File: src/rtl/mine_neighbor_count_3x3_unit_defines.svh
// assertion macros for the mine neighbor count unit
// included by the top level only; no other dependencies
`ifndef MINE_NEIGHBOR_COUNT_3X3_UNIT_DEFINES_SVH
`define MINE_NEIGHBOR_COUNT_3X3_UNIT_DEFINES_SVH

// same-cycle implication, checked out of reset
`define MNC_ASSERT_NOW(label, clk, rst_n, ante, cons, msg) \
  label: assert property (@(posedge clk) disable iff (!rst_n) (ante) |-> (cons)) \
    else $error(msg);

// next-cycle implication, checked out of reset
`define MNC_ASSERT_NEXT(label, clk, rst_n, ante, cons, msg) \
  label: assert property (@(posedge clk) disable iff (!rst_n) (ante) |=> (cons)) \
    else $error(msg);

`endif

File: src/rtl/mnc_pkg.sv
// shared widths and controller/datapath interface types
// no dependencies
package mnc_pkg;

  localparam int COL_W    = 6;
  localparam int ROW_W    = 12;
  localparam int CNT_W    = 4;
  localparam int CFG_W    = 12;
  localparam int CFG_A_W  = 1;
  localparam int IN_DW    = 8;
  localparam int OUT_DW   = 8;

  // configuration register indexes
  localparam logic [CFG_A_W-1:0] REG_GRID_COLS = 1'd0;
  localparam logic [CFG_A_W-1:0] REG_GRID_ROWS = 1'd1;

  // commands from the controller to the datapath
  typedef struct packed {
    logic accept;      // take the input cell into the line buffer
    logic load_upper;  // report column starts at the first upper-row report
    logic job_clear;   // report column back to zero for the final-row flush
    logic job_inc;     // next report column
    logic emit;        // load one result into the output register
    logic emit_flush;  // result belongs to the final row of the grid
    logic emit_last;   // result is the last one caused by this request
    logic commit;      // advance position and rotate lines after the request
  } cmd_t;

  // status from the datapath to the controller
  typedef struct packed {
    logic has_a;       // request reports the cell up-left
    logic has_b;       // request reports the cell straight up (row end)
    logic has_f;       // request closes the grid
    logic job_is_c;    // report column equals the current column
    logic job_is_last; // report column is the last column
    logic slot_free;   // output register can take a result this cycle
  } sts_t;

endpackage

File: src/rtl/mnc_ctrl.sv
// controller state machine: sequences the reports of one request
// depends on mnc_pkg for the command and status types
module mnc_ctrl (
  input  logic          clk,
  input  logic          rst_n,
  input  logic          in_tvalid,
  output logic          in_tready,
  input  mnc_pkg::sts_t sts,
  output mnc_pkg::cmd_t cmd
);

  localparam logic [1:0] S_IDLE  = 2'd0;
  localparam logic [1:0] S_UPPER = 2'd1;
  localparam logic [1:0] S_FLUSH = 2'd2;

  logic [1:0] state_r, state_nxt;
  logic       pend_b_r, pend_b_nxt;
  logic       pend_f_r, pend_f_nxt;
  logic       upper_done;

  assign in_tready  = (state_r == S_IDLE);
  assign upper_done = sts.job_is_c || !pend_b_r;

  // next state and commands
  always_comb begin
    state_nxt  = state_r;
    pend_b_nxt = pend_b_r;
    pend_f_nxt = pend_f_r;
    cmd        = '0;
    case (state_r)
      S_IDLE: begin
        if (in_tvalid) begin
          cmd.accept = 1'b1;
          pend_b_nxt = sts.has_b;
          pend_f_nxt = sts.has_f;
          if (sts.has_a || sts.has_b) begin
            cmd.load_upper = 1'b1;
            state_nxt      = S_UPPER;
          end else if (sts.has_f) begin
            cmd.job_clear = 1'b1;
            state_nxt     = S_FLUSH;
          end else begin
            cmd.commit = 1'b1;
          end
        end
      end
      S_UPPER: begin
        if (sts.slot_free) begin
          cmd.emit      = 1'b1;
          cmd.emit_last = upper_done && !pend_f_r;
          if (!upper_done) begin
            cmd.job_inc = 1'b1;
          end else if (pend_f_r) begin
            cmd.job_clear = 1'b1;
            state_nxt     = S_FLUSH;
          end else begin
            cmd.commit = 1'b1;
            state_nxt  = S_IDLE;
          end
        end
      end
      S_FLUSH: begin
        if (sts.slot_free) begin
          cmd.emit       = 1'b1;
          cmd.emit_flush = 1'b1;
          cmd.emit_last  = sts.job_is_last;
          if (sts.job_is_last) begin
            cmd.commit = 1'b1;
            state_nxt  = S_IDLE;
          end else begin
            cmd.job_inc = 1'b1;
          end
        end
      end
      default: begin
        state_nxt = S_IDLE;
      end
    endcase
  end

  // state registers
  always_ff @(posedge clk) begin
    if (!rst_n) begin
      state_r  <= S_IDLE;
      pend_b_r <= 1'b0;
      pend_f_r <= 1'b0;
    end else begin
      state_r  <= state_nxt;
      pend_b_r <= pend_b_nxt;
      pend_f_r <= pend_f_nxt;
    end
  end

endmodule

File: src/rtl/mnc_dp.sv
// datapath: configuration registers, three line buffers, position,
// neighbor counter and output register; depends on mnc_pkg
module mnc_dp #(
  parameter int MAX_COLS = 32
) (
  input  logic                         clk,
  input  logic                         rst_n,
  input  logic                         cfg_we,
  input  logic [mnc_pkg::CFG_A_W-1:0]  cfg_addr,
  input  logic [mnc_pkg::CFG_W-1:0]    cfg_wdata,
  input  logic                         in_bit,
  input  mnc_pkg::cmd_t                cmd,
  output mnc_pkg::sts_t                sts,
  input  logic                         out_tready,
  output logic                         out_tvalid,
  output logic [mnc_pkg::OUT_DW-1:0]   out_tdata,
  output logic                         out_tlast
);

  localparam int LW = MAX_COLS;
  localparam int IW = (MAX_COLS > 1) ? $clog2(MAX_COLS) : 1;
  localparam logic [mnc_pkg::COL_W-1:0] MAX_C = mnc_pkg::COL_W'(MAX_COLS);

  logic [mnc_pkg::COL_W-1:0] grid_cols_r;
  logic [mnc_pkg::ROW_W-1:0] grid_rows_r;
  logic [mnc_pkg::COL_W-1:0] cols_now, cols_m1;
  logic [mnc_pkg::ROW_W-1:0] rows_m1;

  logic [LW-1:0] l0_r, l1_r, l2_r, l0_nxt, l1_nxt, l2_nxt;
  logic [mnc_pkg::COL_W-1:0] col_r, col_nxt, job_r, job_nxt;
  logic [mnc_pkg::ROW_W-1:0] row_r, row_nxt;

  logic                      off_grid, lre_e;
  logic [LW-1:0]             l0_e, l1_e, l2_e, l2_w;
  logic [mnc_pkg::COL_W-1:0] c_e;
  logic [mnc_pkg::ROW_W-1:0] r_e;
  logic [LW-1:0]             b_l0, b_l1, b_l2;
  logic [mnc_pkg::COL_W-1:0] b_c;
  logic [mnc_pkg::ROW_W-1:0] b_r;

  logic [LW-1:0]             col_mask, up_v, mid_v, dn_v;
  logic [mnc_pkg::ROW_W-1:0] rep_row;
  logic [mnc_pkg::COL_W-1:0] k_lo, k_hi;
  logic [mnc_pkg::CNT_W-1:0] cnt;
  logic                      is_mine, row_end, frame_end;

  logic                       out_valid_r, out_valid_nxt;
  logic [mnc_pkg::OUT_DW-1:0] out_data_r;
  logic                       out_last_r;

  // flag at a column; columns past the buffer (including the one left of zero) read as empty
  function automatic logic bit_at(input logic [LW-1:0] v,
                                  input logic [mnc_pkg::COL_W-1:0] idx);
    logic b;
    b = 1'b0;
    if (idx < MAX_C) begin
      b = v[idx[IW-1:0]];
    end
    return b;
  endfunction

  // configuration registers
  always_ff @(posedge clk) begin
    if (!rst_n) begin
      grid_cols_r <= mnc_pkg::COL_W'(1);
      grid_rows_r <= mnc_pkg::ROW_W'(1);
    end else if (cfg_we) begin
      case (cfg_addr)
        mnc_pkg::REG_GRID_COLS: grid_cols_r <= cfg_wdata[mnc_pkg::COL_W-1:0];
        mnc_pkg::REG_GRID_ROWS: grid_rows_r <= cfg_wdata[mnc_pkg::ROW_W-1:0];
        default: ;
      endcase
    end
  end

  // effective grid size: zero counts as one, columns capped at the buffer width
  always_comb begin
    if (grid_cols_r == '0) begin
      cols_now = mnc_pkg::COL_W'(1);
    end else if (grid_cols_r > MAX_C) begin
      cols_now = MAX_C;
    end else begin
      cols_now = grid_cols_r;
    end
    cols_m1 = cols_now - mnc_pkg::COL_W'(1);
    rows_m1 = (grid_rows_r == '0) ? '0 : grid_rows_r - mnc_pkg::ROW_W'(1);
  end

  // position after a possible restart when the grid shrank under it
  assign off_grid = (col_r > cols_m1) || (row_r > rows_m1);
  assign c_e      = off_grid ? '0 : col_r;
  assign r_e      = off_grid ? '0 : row_r;
  assign l0_e     = off_grid ? '0 : l0_r;
  assign l1_e     = off_grid ? '0 : l1_r;
  assign l2_e     = off_grid ? '0 : l2_r;
  assign l2_w     = (l2_e & ~(LW'(1) << c_e)) | (LW'(in_bit) << c_e);
  assign lre_e    = (c_e == cols_m1);

  // what the incoming request will report
  assign sts.has_a       = (r_e != '0) && (c_e != '0);
  assign sts.has_b       = (r_e != '0) && lre_e;
  assign sts.has_f       = lre_e && (r_e == rows_m1);
  assign sts.job_is_c    = (job_r == col_r);
  assign sts.job_is_last = (job_r == cols_m1);
  assign sts.slot_free   = !out_valid_r || out_tready;

  // line buffers and position: write the cell, then advance on commit
  always_comb begin
    b_l0 = cmd.accept ? l0_e : l0_r;
    b_l1 = cmd.accept ? l1_e : l1_r;
    b_l2 = cmd.accept ? l2_w : l2_r;
    b_c  = cmd.accept ? c_e  : col_r;
    b_r  = cmd.accept ? r_e  : row_r;
    l0_nxt  = b_l0;
    l1_nxt  = b_l1;
    l2_nxt  = b_l2;
    col_nxt = b_c;
    row_nxt = b_r;
    if (cmd.commit) begin
      if (b_c == cols_m1 && b_r == rows_m1) begin
        l0_nxt  = '0;
        l1_nxt  = '0;
        l2_nxt  = '0;
        col_nxt = '0;
        row_nxt = '0;
      end else if (b_c == cols_m1) begin
        l0_nxt  = b_l1;
        l1_nxt  = b_l2;
        l2_nxt  = '0;
        col_nxt = '0;
        row_nxt = b_r + mnc_pkg::ROW_W'(1);
      end else begin
        col_nxt = b_c + mnc_pkg::COL_W'(1);
      end
    end
  end

  // report column counter
  always_comb begin
    job_nxt = job_r;
    if (cmd.load_upper) begin
      job_nxt = sts.has_a ? c_e - mnc_pkg::COL_W'(1) : c_e;
    end else if (cmd.job_clear) begin
      job_nxt = '0;
    end else if (cmd.job_inc) begin
      job_nxt = job_r + mnc_pkg::COL_W'(1);
    end
  end

  always_ff @(posedge clk) begin
    if (!rst_n) begin
      l0_r  <= '0;
      l1_r  <= '0;
      l2_r  <= '0;
      col_r <= '0;
      row_r <= '0;
    end else begin
      l0_r  <= l0_nxt;
      l1_r  <= l1_nxt;
      l2_r  <= l2_nxt;
      col_r <= col_nxt;
      row_r <= row_nxt;
    end
  end

  always_ff @(posedge clk) begin
    job_r <= job_nxt;
  end

  // neighbor window: upper reports sit on the row above, flush reports on the final row
  always_comb begin
    col_mask = (LW'(1) << cols_now) - LW'(1);
    if (cmd.emit_flush) begin
      up_v    = (row_r != '0) ? l1_r : '0;
      mid_v   = l2_r;
      dn_v    = '0;
      rep_row = row_r;
    end else begin
      up_v    = (row_r > mnc_pkg::ROW_W'(1)) ? l0_r : '0;
      mid_v   = l1_r;
      dn_v    = l2_r;
      rep_row = row_r - mnc_pkg::ROW_W'(1);
    end
    up_v  = up_v & col_mask;
    mid_v = mid_v & col_mask;
    dn_v  = dn_v & col_mask;
  end

  // count the eight neighbors
  assign k_lo    = job_r - mnc_pkg::COL_W'(1);
  assign k_hi    = job_r + mnc_pkg::COL_W'(1);
  assign is_mine = bit_at(mid_v, job_r);
  assign cnt = mnc_pkg::CNT_W'(bit_at(up_v, k_lo))  + mnc_pkg::CNT_W'(bit_at(up_v, job_r))
             + mnc_pkg::CNT_W'(bit_at(up_v, k_hi))  + mnc_pkg::CNT_W'(bit_at(mid_v, k_lo))
             + mnc_pkg::CNT_W'(bit_at(mid_v, k_hi)) + mnc_pkg::CNT_W'(bit_at(dn_v, k_lo))
             + mnc_pkg::CNT_W'(bit_at(dn_v, job_r)) + mnc_pkg::CNT_W'(bit_at(dn_v, k_hi));
  assign row_end   = (job_r == cols_m1);
  assign frame_end = row_end && (rep_row == rows_m1);

  // output register
  always_comb begin
    out_valid_nxt = out_valid_r;
    if (cmd.emit) begin
      out_valid_nxt = 1'b1;
    end else if (out_tready) begin
      out_valid_nxt = 1'b0;
    end
  end

  always_ff @(posedge clk) begin
    if (!rst_n) begin
      out_valid_r <= 1'b0;
    end else begin
      out_valid_r <= out_valid_nxt;
    end
  end

  always_ff @(posedge clk) begin
    if (cmd.emit) begin
      out_data_r <= {1'b0, frame_end, row_end,
                     is_mine ? mnc_pkg::CNT_W'(0) : cnt, is_mine};
      out_last_r <= cmd.emit_last;
    end
  end

  assign out_tvalid = out_valid_r;
  assign out_tdata  = out_data_r;
  assign out_tlast  = out_last_r;

endmodule

File: src/rtl/mine_neighbor_count_3x3_unit.sv
// Mine neighbor counter over a raster stream of mine flags.
// Input: in_tdata[0] is one cell's mine flag, cells in raster order.
// Output: per reported cell, mine flag or count of mined neighbors (0..8),
// row and grid end marks; out_tlast marks the last result of a request.
// Config: cfg_addr 0 = column count (1..MAX_COLS), 1 = row count.
// A cell at row r, column c reports the cell up-left of it; the last cell
// of a row also reports the cell straight up, and the last cell of the
// grid then reports the whole final row and starts a new grid.
// Timing: one result per cycle leaves through the output register while the
// receiver is ready; the input is held from when a request is taken until
// its last result is loaded. A request gives n results: 0 on the first row
// and in column 0, 1 mid-row, 2 at a row end, up to 2 + columns at the grid
// end. The single output register and the one-cell-per-cycle neighbor
// counter set this rate. A stalled receiver holds the result and the
// sequence; no result is lost. Reset (rst_n low, synchronous) clears the
// line buffers and position and sets both counts to one; no clearing pass
// is needed.
module mine_neighbor_count_3x3_unit #(
  parameter int MAX_COLS = 32
) (
  input  logic                         clk,
  input  logic                         rst_n,
  // configuration write port
  input  logic                         cfg_we,
  input  logic [mnc_pkg::CFG_A_W-1:0]  cfg_addr,
  input  logic [mnc_pkg::CFG_W-1:0]    cfg_wdata,
  // input cells
  input  logic                         in_tvalid,
  output logic                         in_tready,
  input  logic [mnc_pkg::IN_DW-1:0]    in_tdata,   // [0] cell_is_mine, [7:1] zero
  // results
  output logic                         out_tvalid,
  input  logic                         out_tready,
  output logic [mnc_pkg::OUT_DW-1:0]   out_tdata,  // [0] result_is_mine, [4:1] mine_count,
                                                   // [5] row_end, [6] frame_end, [7] zero
  output logic                         out_tlast   // last_of_run
);

`include "mine_neighbor_count_3x3_unit_defines.svh"

  mnc_pkg::cmd_t cmd;
  mnc_pkg::sts_t sts;

  mnc_ctrl u_ctrl (
    .clk       (clk),
    .rst_n     (rst_n),
    .in_tvalid (in_tvalid),
    .in_tready (in_tready),
    .sts       (sts),
    .cmd       (cmd)
  );

  mnc_dp #(
    .MAX_COLS (MAX_COLS)
  ) u_dp (
    .clk        (clk),
    .rst_n      (rst_n),
    .cfg_we     (cfg_we),
    .cfg_addr   (cfg_addr),
    .cfg_wdata  (cfg_wdata),
    .in_bit     (in_tdata[0]),
    .cmd        (cmd),
    .sts        (sts),
    .out_tready (out_tready),
    .out_tvalid (out_tvalid),
    .out_tdata  (out_tdata),
    .out_tlast  (out_tlast)
  );

  // result consistency checks
  `MNC_ASSERT_NOW(a_count_range, clk, rst_n, out_tvalid, out_tdata[4:1] <= 4'd8, "count above eight")
  `MNC_ASSERT_NOW(a_mine_no_count, clk, rst_n, out_tvalid && out_tdata[0], out_tdata[4:1] == 4'd0, "mine with count")
  `MNC_ASSERT_NOW(a_frame_row_end, clk, rst_n, out_tvalid && out_tdata[6], out_tdata[5], "grid end off row end")
  `MNC_ASSERT_NOW(a_frame_last, clk, rst_n, out_tvalid && out_tdata[6], out_tlast, "grid end not last result")

endmodule
File: config.mk
export PLATFORM = sky130hd
export DESIGN_NAME = mine_neighbor_count_3x3_unit
export DESIGN_NICKNAME = d
export VERILOG_FILES = /design/src/rtl/mnc_pkg.sv /design/src/rtl/mnc_ctrl.sv /design/src/rtl/mnc_dp.sv /design/src/rtl/mine_neighbor_count_3x3_unit.sv
export VERILOG_INCLUDE_DIRS = /design/src /design/src/rtl
export SDC_FILE = /design/constraint.sdc
export NUM_CORES = 1
export LEC_CHECK = 0
export BUFFER_PORTS_ARGS = -buffer_cell sky130_fd_sc_hd__clkbuf_2
export CAP_MARGIN = 5
export CORE_ASPECT_RATIO = 1.4
export CORE_MARGIN = 4
export CORE_UTILIZATION = 25
export DETAILED_ROUTE_END_ITERATION = 7
export GPL_TIMING_DRIVEN = 0
export PLACE_DENSITY_LB_ADDON = 0.12
export SYNTH_ARGS = -nofsm -noshare
export SYNTH_HDL_FRONTEND = slang
export SYNTH_SLANG_ARGS = --single-unit
File: constraint.sdc
create_clock -name clk -period 6.7 [get_ports clk]
set_input_delay 0.335 -clock clk [delete_from_list [all_inputs] [get_ports clk]]
set_output_delay 0.335 -clock clk [all_outputs]
set_load 0.02 [all_outputs]
Word level (Yosys, flattened, before mapping). Index checks and enable logic that the tools add are counted.

Add/sub/neg operators: 16. Multipliers: 0. Div/mod/pow operators: 0. Magnitude comparators: 10. Eq/ne operators: 15. Shift-type cells: 3. Muxes and demuxes: 99. Bitwise operators: 7. Reductions and logical operators: 25.

Operators with widths (number): two-way mux 32 bit (20); AND 32 bit (4); two-way mux 12 bit (7); two-way mux 6 bit (11); left shift 1 x 6 -> 32 bit (first input constant) (2); binary-select mux 1 bit (select 5 bit) (9); equality test 12 bit (3); two-way mux 1 bit (34); inverter 32 bit (1); OR 32 bit (1); left shift 1 x 6 -> 32 bit (1); subtractor 32 x 2 -> 32 bit (second input constant) (1); adder 4 x 1 -> 4 bit (6); equality test 6 bit (4); nonzero test 12 bit (2); subtractor 12 x 1 -> 12 bit (second input constant) (2); two-way mux 2 bit (10); less-than comparator 5 x 6 -> 1 bit (second input constant) (3); less-than comparator 6 bit (second input constant) (3); subtractor 6 x 1 -> 6 bit (second input constant) (3); adder 12 x 1 -> 12 bit (second input constant) (1); adder 6 x 1 -> 6 bit (second input constant) (2); greater-than comparator 12 x 1 -> 1 bit (second input constant) (1); greater-than comparator 12 bit (1); other kinds (26) (43).

Register bits: 151. Latch bits: 0. RAM bits: 0. Bits in read-only memories: 0. Output and inout port bits: 11. Memories: 0.

Depth between registers and ports, before layout. Gate-level depths: netlist of run 1.

Depth in word-level cells: 20. Depth in mapped cells: 29.

Modules after synthesis. Synthesis of run 1 repeated with hierarchy kept, for this count alone.

Cells, all modules: 1882. Area total of the unflattened synthesis: 13897.1 sq um.

Modules (own cells, without submodules): mnc_dp (instances 1, cells an instance 1836, area each 13550.5 sq um, seq. area each 3083.0 sq um); mnc_ctrl (instances 1, cells an instance 46, area each 346.6 sq um, seq. area each 80.1 sq um).

Worst setup path after synthesis of run 1. Ideal clock, no wire load.

Path kind: flip-flop to flip-flop. From: reg u_dp.grid_cols_r[2] (netlist name). To: reg u_dp.out_data_r, in the netlist u_dp.out_tdata[3] (data pin). Arrival time: 6.454 ns. Required time: 6.446 ns. Slack: -0.009 ns. Stages on the path, launching flop included: 29. Cell sequence: dfxtp_1 buf_2 buf_6 nor4_1 o21bai_2 ha_1 clkbuf_1 and3_1 inv_1 ha_1 o21ai_2 or2_1 buf_4 nor3_1 nor2_1 or2_1 mux2_2 mux4_2 a221oi_1 and3_1 ha_1 inv_1 fa_1 inv_1 fa_1 fa_1 fa_1 xnor2_1 nor2_1.

Longest elaborated chain between the ends: 16.

Ends and longest elaborated chain: start, declared (RTL line mnc_dp.sv:24) `logic [mnc_pkg::COL_W-1:0] grid_cols_r;`; start signal, assigned (RTL line mnc_dp.sv:65) `grid_cols_r <= mnc_pkg::COL_W'(1);`; start signal, assigned (RTL line mnc_dp.sv:69) `mnc_pkg::REG_GRID_COLS: grid_cols_r <= cfg_wdata[mnc_pkg::COL_W-1:0];`; greater-than comparator 6 bit (RTL line mnc_dp.sv:80) `end else if (grid_cols_r > MAX_C) begin`; two-way mux 6 bit (RTL line mnc_dp.sv:80); two-way mux 6 bit (*) (RTL line mnc_dp.sv:78) `if (grid_cols_r == '0) begin`; left shift 1 x 6 -> 32 bit (*) (RTL line mnc_dp.sv:172) `col_mask = (LW'(1) << cols_now) - LW'(1);`; subtractor 32 x 2 -> 32 bit (*) (RTL line mnc_dp.sv:172); AND 32 bit (RTL line mnc_dp.sv:184) `up_v = up_v & col_mask;`; binary-select mux 1 bit (select 5 bit) (RTL line mnc_dp.sv:57) `b = v[idx[IW-1:0]];`; two-way mux 1 bit (implied by the code) (RTL line mnc_dp.sv:57); two-way mux 1 bit (RTL line mnc_dp.sv:56) `if (idx < MAX_C) begin`; adder 1 x 1 -> 2 bit (RTL line mnc_dp.sv:193) `assign cnt = mnc_pkg::CNT_W'(bit_at(up_v, k_lo)) + mnc_pkg::CNT_W'(bit_at(up_v, job_r))`; adder 4 x 1 -> 4 bit (2 in series) (RTL line mnc_dp.sv:194) `+ mnc_pkg::CNT_W'(bit_at(up_v, k_hi)) + mnc_pkg::CNT_W'(bit_at(mid_v, k_lo))`; adder 4 x 1 -> 4 bit (2 in series) (RTL line mnc_dp.sv:195) `+ mnc_pkg::CNT_W'(bit_at(mid_v, k_hi)) + mnc_pkg::CNT_W'(bit_at(dn_v, k_lo))`; adder 4 x 1 -> 4 bit (2 in series) (RTL line mnc_dp.sv:196) `+ mnc_pkg::CNT_W'(bit_at(dn_v, job_r)) + mnc_pkg::CNT_W'(bit_at(dn_v, k_hi));`; end signal, assigned (RTL line mnc_dp.sv:220) `out_data_r <= {1'b0, frame_end, row_end,`; end, declared (RTL line mnc_dp.sv:48) `logic [mnc_pkg::OUT_DW-1:0] out_data_r;`.

Mark *: on every way between the ends. The rest lies on a longest branch, timed or not. The select of a mux whose other input is x is not followed. A chain may end at the register's enable or synchronous reset.

Final worst setup path of run 1.
From: reg u_dp.job_r[0] (netlist name). To: reg u_dp.out_data_r, in the netlist u_dp.out_tdata[2] (data pin).

Longest elaborated chain between the ends: 11.

Ends and longest elaborated chain: start, declared (RTL line mnc_dp.sv:30) `logic [mnc_pkg::COL_W-1:0] col_r, col_nxt, job_r, job_nxt;`; start signal, assigned (RTL line mnc_dp.sv:167) `job_r <= job_nxt;`; subtractor 6 x 1 -> 6 bit (RTL line mnc_dp.sv:190) `assign k_lo = job_r - mnc_pkg::COL_W'(1);`; binary-select mux 1 bit (select 5 bit) (RTL line mnc_dp.sv:57); two-way mux 1 bit (implied by the code) (RTL line mnc_dp.sv:57); two-way mux 1 bit (RTL line mnc_dp.sv:56); adder 1 x 1 -> 2 bit (RTL line mnc_dp.sv:193); adder 4 x 1 -> 4 bit (2 in series) (RTL line mnc_dp.sv:194); adder 4 x 1 -> 4 bit (2 in series) (RTL line mnc_dp.sv:195); adder 4 x 1 -> 4 bit (RTL line mnc_dp.sv:196); adder 4 x 1 -> 4 bit (*) (RTL line mnc_dp.sv:196); via u_dp.cnt, one bit (RTL line mnc_dp.sv:44) `logic [mnc_pkg::CNT_W-1:0] cnt;`.

The timed path passes the listed nets; every way through them passes the cells marked *. The select of a mux whose other input is x is not followed.

==> impl_metrics.toml, run 1 <==
[layout]
layout_commonest_cell = "nand2_1"
mostFrequentLayoutCells = "238 x nand2_1, 185 x nor2_1, 133 x dfxtp_1"
layout.nets = 2007
diodes = 0
areaGrowthSynthToFinish_pct = 17.7
fin_cells = 2667
drive_above_1_share_pct = 14.4

[grt]
grt_pass1_wl_um = 101000
grt_pass1_vias = 14800
grt_antenna_before_repair = 0
grtUsageTotal_pct = 22.8
gr-total-overflow = 0
grt_max_degree = 17

[sta]
rsz0062_at_grt = "yes"
tightest_slew_ns = 1.09
setup_viol = 0
slew_viol_final = 0
slew-limit-headroom_pct = 26.0
post-route-min-period_ns = 6.49
fmax_mhz = 154
hold_viol = 0
finalClockSkew_ns = 0.00931
tns_ns = 0
min_period_over_period_pct = 96.8

[synthesis]
synth-seq-area-share_pct = 22.8
synth.ff_latch_count = 151
async_flop_share_pct = 0
syn_inst = 1853
ys_warn_count = 0
synth_cell_types = 111
synth_edf_count = 14
synth_ff_type = "dfxtp_1"
syn_area_um2 = 13900
syn_nets = 1927
syn_area_per_cell_um2 = 7.48

[floorplanning]
initial_core_util_pct = 25.4
die_w_um = 207
fp.dieArea_um2 = 59300
coreArea_um2 = 54600
die_h_um = 287
num_rows = 101
ioPinCount = 37

[cts]
hold_buffers = 0
htreeDepth = 4
clkTransAtPathRegs_ns = 0.08
clock_path_buffers = 2
cts_root_buf = "clkbuf_16"
worstSkewPairLatency_ns = 0.47
cts.sinks = 151
cts_buffers = 17
cts_tree = "done"

[worst_setup_path]
rr_worst_depth = 19
path_cells = "clkbuf_1 > clkbuf_2 > clkbuf_1 > clkbuf_1 > clkbuf_1 > nor3_1 > a21oi_1 > a21oi_1 > a21oi_1 > a22oi_1 > a32o_1 > ha_1 > inv_1 > fa_1 > inv_1 > fa_1 > fa_2 > fa_2 > nor2b_4"
crit_top_cell = "clkbuf_1"
crit_slowest_cell = "clkbuf_1"
worst-path-max-fanout = 10
cp-start-kind = "register"
required_ns = 6.94
cp_top_family = "buffers and inverters"
timing.rr.start = "u_dp.job_r[0]$_DFFE_PP_"
critPathArrivalTime_ns = 6.72
critical_path_class = "register to register"
setup.worst_path.end_class = "register"
crit_buf_inv = 7
critPathMaxStageDelay_ns = 0.57
rrSetupSlack_ns = 0.21
r2r-end = "u_dp.out_tdata[2]$_SDFFCE_PP0P_"

[place]
portBuffers = 27
dp.cells = 2601
hpwl_um = 55900
place_congestion = 1.01

[drt]
vias = 15200
drtAntennaViolNets = 0
totalWireLength_um = 70300
drc = 0
drt-vias-per-instance = 5.70
drtPass1Iterations = 5
drt_iter0_markers = 1398
post_drt_wl_per_cell_um = 26.4

[worst_hold_path]
min_path_type = "primary input to register"
hp-start = "cfg_wdata[7]"
min_to = "u_dp.grid_rows_r[7]$_SDFFE_PN0P_"
hold_path_depth = 3

[power_and_ir_drop]
p_seq_share_pct = 25.5
intPower_mw = 2.10
pwr-share-comb_pct = 46.1
clock_power_share_pct = 28.4
vdd_drop_max_v = 0.000192
p_leak_nw = 5.62
swShare_pct = 44.4
p_total_mw = 3.78
switching_power_mw = 1.68
power.density_nw_per_um2 = 232

[flow_run]
drv_cap = 0

[run_status]
outcome = "completed"
cell families (layout without fill, tap and decap cells):
group	after synthesis	in the layout	synth area share, %
other	2	2	0.0542
buffers and inverters	199	292	5.93
and+or+nand+nor	778	778	27.4
adders and majority gates	48	48	4.55
xor gates and xnor gates	72	72	4.60
AOI/OAI and AO/OA	498	498	24.5
DFF	151	151	22.8
muxes	105	105	10.2
synthesized netlist by cell type (all sizes together) (24+ instances only):
| library cell | instances | share of area [%] |
|---|---|---|
| ha | 44 | 4.0 |
| and2 | 50 | 2.3 |
| xor2 | 24 | 1.5 |
| nor3 | 66 | 2.4 |
| xnor2 | 48 | 3.1 |
| nand3 | 65 | 2.4 |
| and3 | 25 | 1.1 |
| nand2 | 238 | 6.4 |
| inv | 45 | 1.2 |
| dfxtp | 137 | 20 |
| mux2i | 71 | 5.3 |
| nor2 | 190 | 5.2 |
| a21oi | 119 | 4.3 |
| a31oi | 36 | 1.6 |
| a22oi | 30 | 1.8 |
| buf | 44 | 1.7 |
| o2bb2ai | 33 | 2.1 |
| clkbuf | 109 | 3.0 |
| mux4 | 26 | 4.2 |
| o21ai | 110 | 4.1 |
worst max-delay path by stage:
stage | from | end | cells after the start
6_report | u_dp.job_r[0]$_DFFE_PP_ | u_dp.out_tdata[2]$_SDFFCE_PP0P_ | 19
5_1_grt | u_dp.grid_cols_r[5]$_SDFFE_PN0P_ | u_dp.out_tdata[3]$_SDFFCE_PP0P_ | 28
3_5_place_dp | u_dp.grid_cols_r[2]$_SDFFE_PN0P_ | u_dp.out_tdata[3]$_SDFFCE_PP0P_ | 29
4_1_cts | u_dp.grid_cols_r[2]$_SDFFE_PN0P_ | u_dp.out_tdata[3]$_SDFFCE_PP0P_ | 29
2_1_floorplan | u_dp.grid_cols_r[2]$_SDFFE_PN0P_ | u_dp.out_tdata[3]$_SDFFCE_PP0P_ | 28
3_3_place_gp | u_dp.grid_cols_r[2]$_SDFFE_PN0P_ | u_dp.out_tdata[3]$_SDFFCE_PP0P_ | 29
per-stage QoR:
step / worst slack [ns] / hold slack, ns / instance area [um2] / utilization (%)
2_1_floorplan: 0.0276 / 0.446 / 13900 / -
3_3_place_gp: -1.35 / 0.472 / 14900 / 27.3
3_5_place_dp: -1.33 / 0.477 / 14900 / 27.3
4_1_cts: 0.00497 / 0.0617 / 16100 / 29.5
5_1_grt: -0.0285 / 0.0875 / 16300 / 29.9
6_report: 0.212 / 0.0857 / 16300 / 29.9
repair_timing:
action | 4_1_cts | 5_1_grt
gates cloned | 0 | 0
pin swaps | 18 | 19
hold endpoints to repair | 0 | 0
buffers inserted | 26 | 10
endpoints found under the setup margin | 7 | 62
resized for setup | 85 | 44
area by class of cell:
type                       count  area, um2
tap                          721        902
multi-input combinational   1503      10300
sequential                   151       3180
fill                        6063      38300
clock buffer                  21        450
buffer                       151        743
clock inverter                11        164
timing repair buffer          63        422
inverter                      46        175
registers in the layout, indices dropped and copies added, names as in the netlist:
register	flops
u_dp.out_tlast	1
u_dp.l0_r	32
u_ctrl.pend_f_r	1
u_dp.row_r	12
u_ctrl.state_r	2
u_dp.job_r	6
u_dp.col_r	6
u_dp.out_tvalid	1
u_dp.grid_rows_r	12
u_dp.grid_cols_r	6
u_dp.l2_r	32
u_ctrl.pend_b_r	1
u_dp.l1_r	32
u_dp.out_tdata	7
worst min-delay path, stage by stage:
cell and delay (ns):
clkbuf_2 0.08, nand2_1 0.05, a21oi_1 0.05
power by group through the flow:
stage,Clock (mW),Combinational (mW),Sequential [mW]
6_report,1.07,1.74,0.964
5_1_grt,1.12,1.87,0.966
3_3_place_gp,0,1.59,0.984
2_1_floorplan,0,1.05,0.976
3_5_place_dp,0,1.59,0.984
4_1_cts,1.10,1.68,0.963
routing by layer:
| metal | routed length [um] | track usage (%) |
|---|---|---|
| met3 | 3460 | 3.19 |
| met2 | 34600 | 40.3 |
| met4 | 6760 | 17.9 |
| met5 | 0 | 0 |
| met1 | 25500 | 24.5 |
No activity file was read; power rests on OpenSTA's default activity.
==> inputs of run 2 (changes only) <==
--- a/config.mk
+++ b/config.mk
@@ -10,7 +10,7 @@
 export CAP_MARGIN = 5
 export CORE_ASPECT_RATIO = 1.4
 export CORE_MARGIN = 4
-export CORE_UTILIZATION = 25
+export CORE_UTILIZATION = 30
 export DETAILED_ROUTE_END_ITERATION = 7
 export GPL_TIMING_DRIVEN = 0
 export PLACE_DENSITY_LB_ADDON = 0.12
==> run 2 against run 1 <==
  * Largest power group unchanged
  * Clock power shrank 5%
  * Largest cell class unchanged
  * Register-to-register slack lost 0.21 ns
  * Critical endpoint unchanged
  * Flip-flop and latch count is the same
  * Cell area shrank 0.91%
  * Combinational power is essentially flat
==> impl_metrics.toml, run 2 (synthesis gave the netlist of run 1 again) <==
[run_status]
outcome = "completed"

[sta]
hold_viol = 0
setup_slack_ns = 0.00209
fmax_mhz = 149
holdWs_ns = 0.0947
setup_viol = 0
tightest_slew_ns = 1.12
min_period_over_period_pct = 100
rsz0062_at_grt = "no"
finalClockSkew_ns = 0.0128
slew-limit-headroom_pct = 25.3
post-route-min-period_ns = 6.70
slew_viol_final = 0

[worst_setup_path]
setup.worst_path.end_class = "register"
crit_slowest_cell = "nor3_1"
critical_path_class = "register to register"
critPathMaxStageDelay_ns = 0.70
cp-start-kind = "register"
critPathArrivalTime_ns = 6.91
required_ns = 6.91
path_cells = "buf_6 > clkbuf_8 > nand2b_4 > inv_1 > ha_1 > buf_4 > or4_4 > a22oi_4 > buf_4 > a21oi_1 > nor3_1 > nor2b_1 > a21oi_1 > mux4_2 > nand2_1 > a32o_1 > ha_4 > inv_4 > fa_1 > inv_2 > fa_1 > fa_2 > fa_2 > nor2b_2"
worst-path-max-fanout = 10

[layout]
drive_above_1_share_pct = 14.8
regArea_um2 = 3180
diodes = 0
largestRegisters = "u_dp.l0_r (32), u_dp.l1_r (32), u_dp.l2_r (32)"
layout_commonest_cell = "nand2_1"
layout.nets = 2011
fill_cells = 4966
areaGrowthSynthToFinish_pct = 16.6
multiInputGateArea_um2 = 10300
mostFrequentLayoutCells = "238 x nand2_1, 182 x nor2_1, 133 x dfxtp_1"

[cts]
worstSkewPairLatency_ns = 0.46
cts_root_buf = "clkbuf_16"
htreeDepth = 4
cts_tree = "done"
clkTransAtPathRegs_ns = 0.07
clock_path_buffers = 2
cts_buffers = 17
cts.sinks = 151

[place]
pre_cts_slack_ns = -1.52
hpwl_um = 57000
portBuffers = 27
place_congestion = 0.991

[grt]
grt_max_degree = 17
grtUsageTotal_pct = 27.9
gr-total-overflow = 0
grt_antenna_before_repair = 0
grt_pass1_vias = 14900
grt_pass1_wl_um = 102000

[floorplanning]
die_h_um = 262
ioPinCount = 37
fp.dieArea_um2 = 49800
num_rows = 92
initial_core_util_pct = 30.6
die_w_um = 190
coreArea_um2 = 45400

[power_and_ir_drop]
p_leak_nw = 5.62
power.density_nw_per_um2 = 232
p_total_mw = 3.74
vdd_drop_max_v = 0.000192

[drt]
vias = 15200
drt-vias-per-instance = 5.94
post_drt_wl_per_cell_um = 27.8
totalWireLength_um = 71300
drtAntennaViolNets = 0
drtPass1Iterations = 8
drt_iter0_markers = 1262
drc = 0

[flow_run]
drv_cap = 0

[worst_hold_path]
min_path_type = "primary input to register"
[run 2: changes by cell type in the layout (fill, tap and decap cells not counted), moves of 3 or more]
cell      before  now
a22oi_2        8    1
a22oi_1       21   28
clkbuf_2      42   38
nor2_1       185  182
a21oi_1      116  112
clkinv_2       0    3
buf_4         43   46
buf_2         16   19
buf_8          5    2
inv_1         39   36
a21oi_2        3    7
[run 2: path summary, 6_finish.rpt]
check                              startpoint                          endpoint  slack, ns  cells past startpoint
max          u_dp.grid_cols_r[5]$_SDFFE_PN0P_   u_dp.out_tdata[2]$_SDFFCE_PP0P_      0.002                     24
min                              cfg_wdata[8]  u_dp.grid_rows_r[8]$_SDFFE_PN0P_       0.09                      3
max reg2reg  u_dp.grid_cols_r[5]$_SDFFE_PN0P_   u_dp.out_tdata[2]$_SDFFCE_PP0P_      0.002                     24
min reg2reg      u_ctrl.pend_f_r$_SDFFE_PN0P_      u_ctrl.pend_f_r$_SDFFE_PN0P_       0.49                      2
[run 2: what timing repair did]
action                                  CTS  global route
pin swaps                                29            28
hold buffers                              0             0
setup buffers                            27            13
endpoints found under the setup margin    4            72
cloned                                    0             0
gates resized for setup                  82            44
[run 2: metrics by stage]
step,cell area (um2),std cells,utilization [%],TNS [ns]
3_5_place_dp,14800,2492,32.6,-5.06
2_1_floorplan,13900,1853,-,0
3_3_place_gp,14800,2491,32.6,-4.78
5_1_grt,16200,2561,35.6,0
6_report,16200,2561,35.6,0
4_1_cts,15900,2550,35.1,0
[run 2: cell type report]
cell class	count	share of cell area (%)
multi-input cells	1503	63.6
clock inverters	14	0.999
plain buffers	150	4.41
clock buffers	18	2.72
well taps	611	4.73
flip-flops and latches	151	19.7
inverters	46	1.10
repair buffers	68	2.77
[run 2: worst max-delay path, delay by kind of cell, from the launching register on]
kind                     cells  cell delay [ns]
AND/OR/NAND/NOR              6             1.90
flip-flops                   1             0.37
multiplexers                 1             0.52
adder cells (fa/ha/maj)      6             2.10
AO/OA/AOI/OAI                4             0.71
buffers and inverters        7             0.84
[run 2: report_power, final]
| part | switching, mW | internal [mW] |
|---|---|---|
| logic | 1.21 | 0.555 |
| registers | 0.0261 | 0.940 |
| clock network | 0.447 | 0.568 |
| total | 1.68 | 2.06 |
[run 2: routing by layer]
metal  track usage (%)  vias to the layer above  part of all wire [%]
met4              20.9                        0                   9.6
met3              3.84                      274                   4.5
met5                 0                        -                     0
met2              49.7                      625                    50
met1              29.5                     7366                    36
li1                  -                     6937                     -
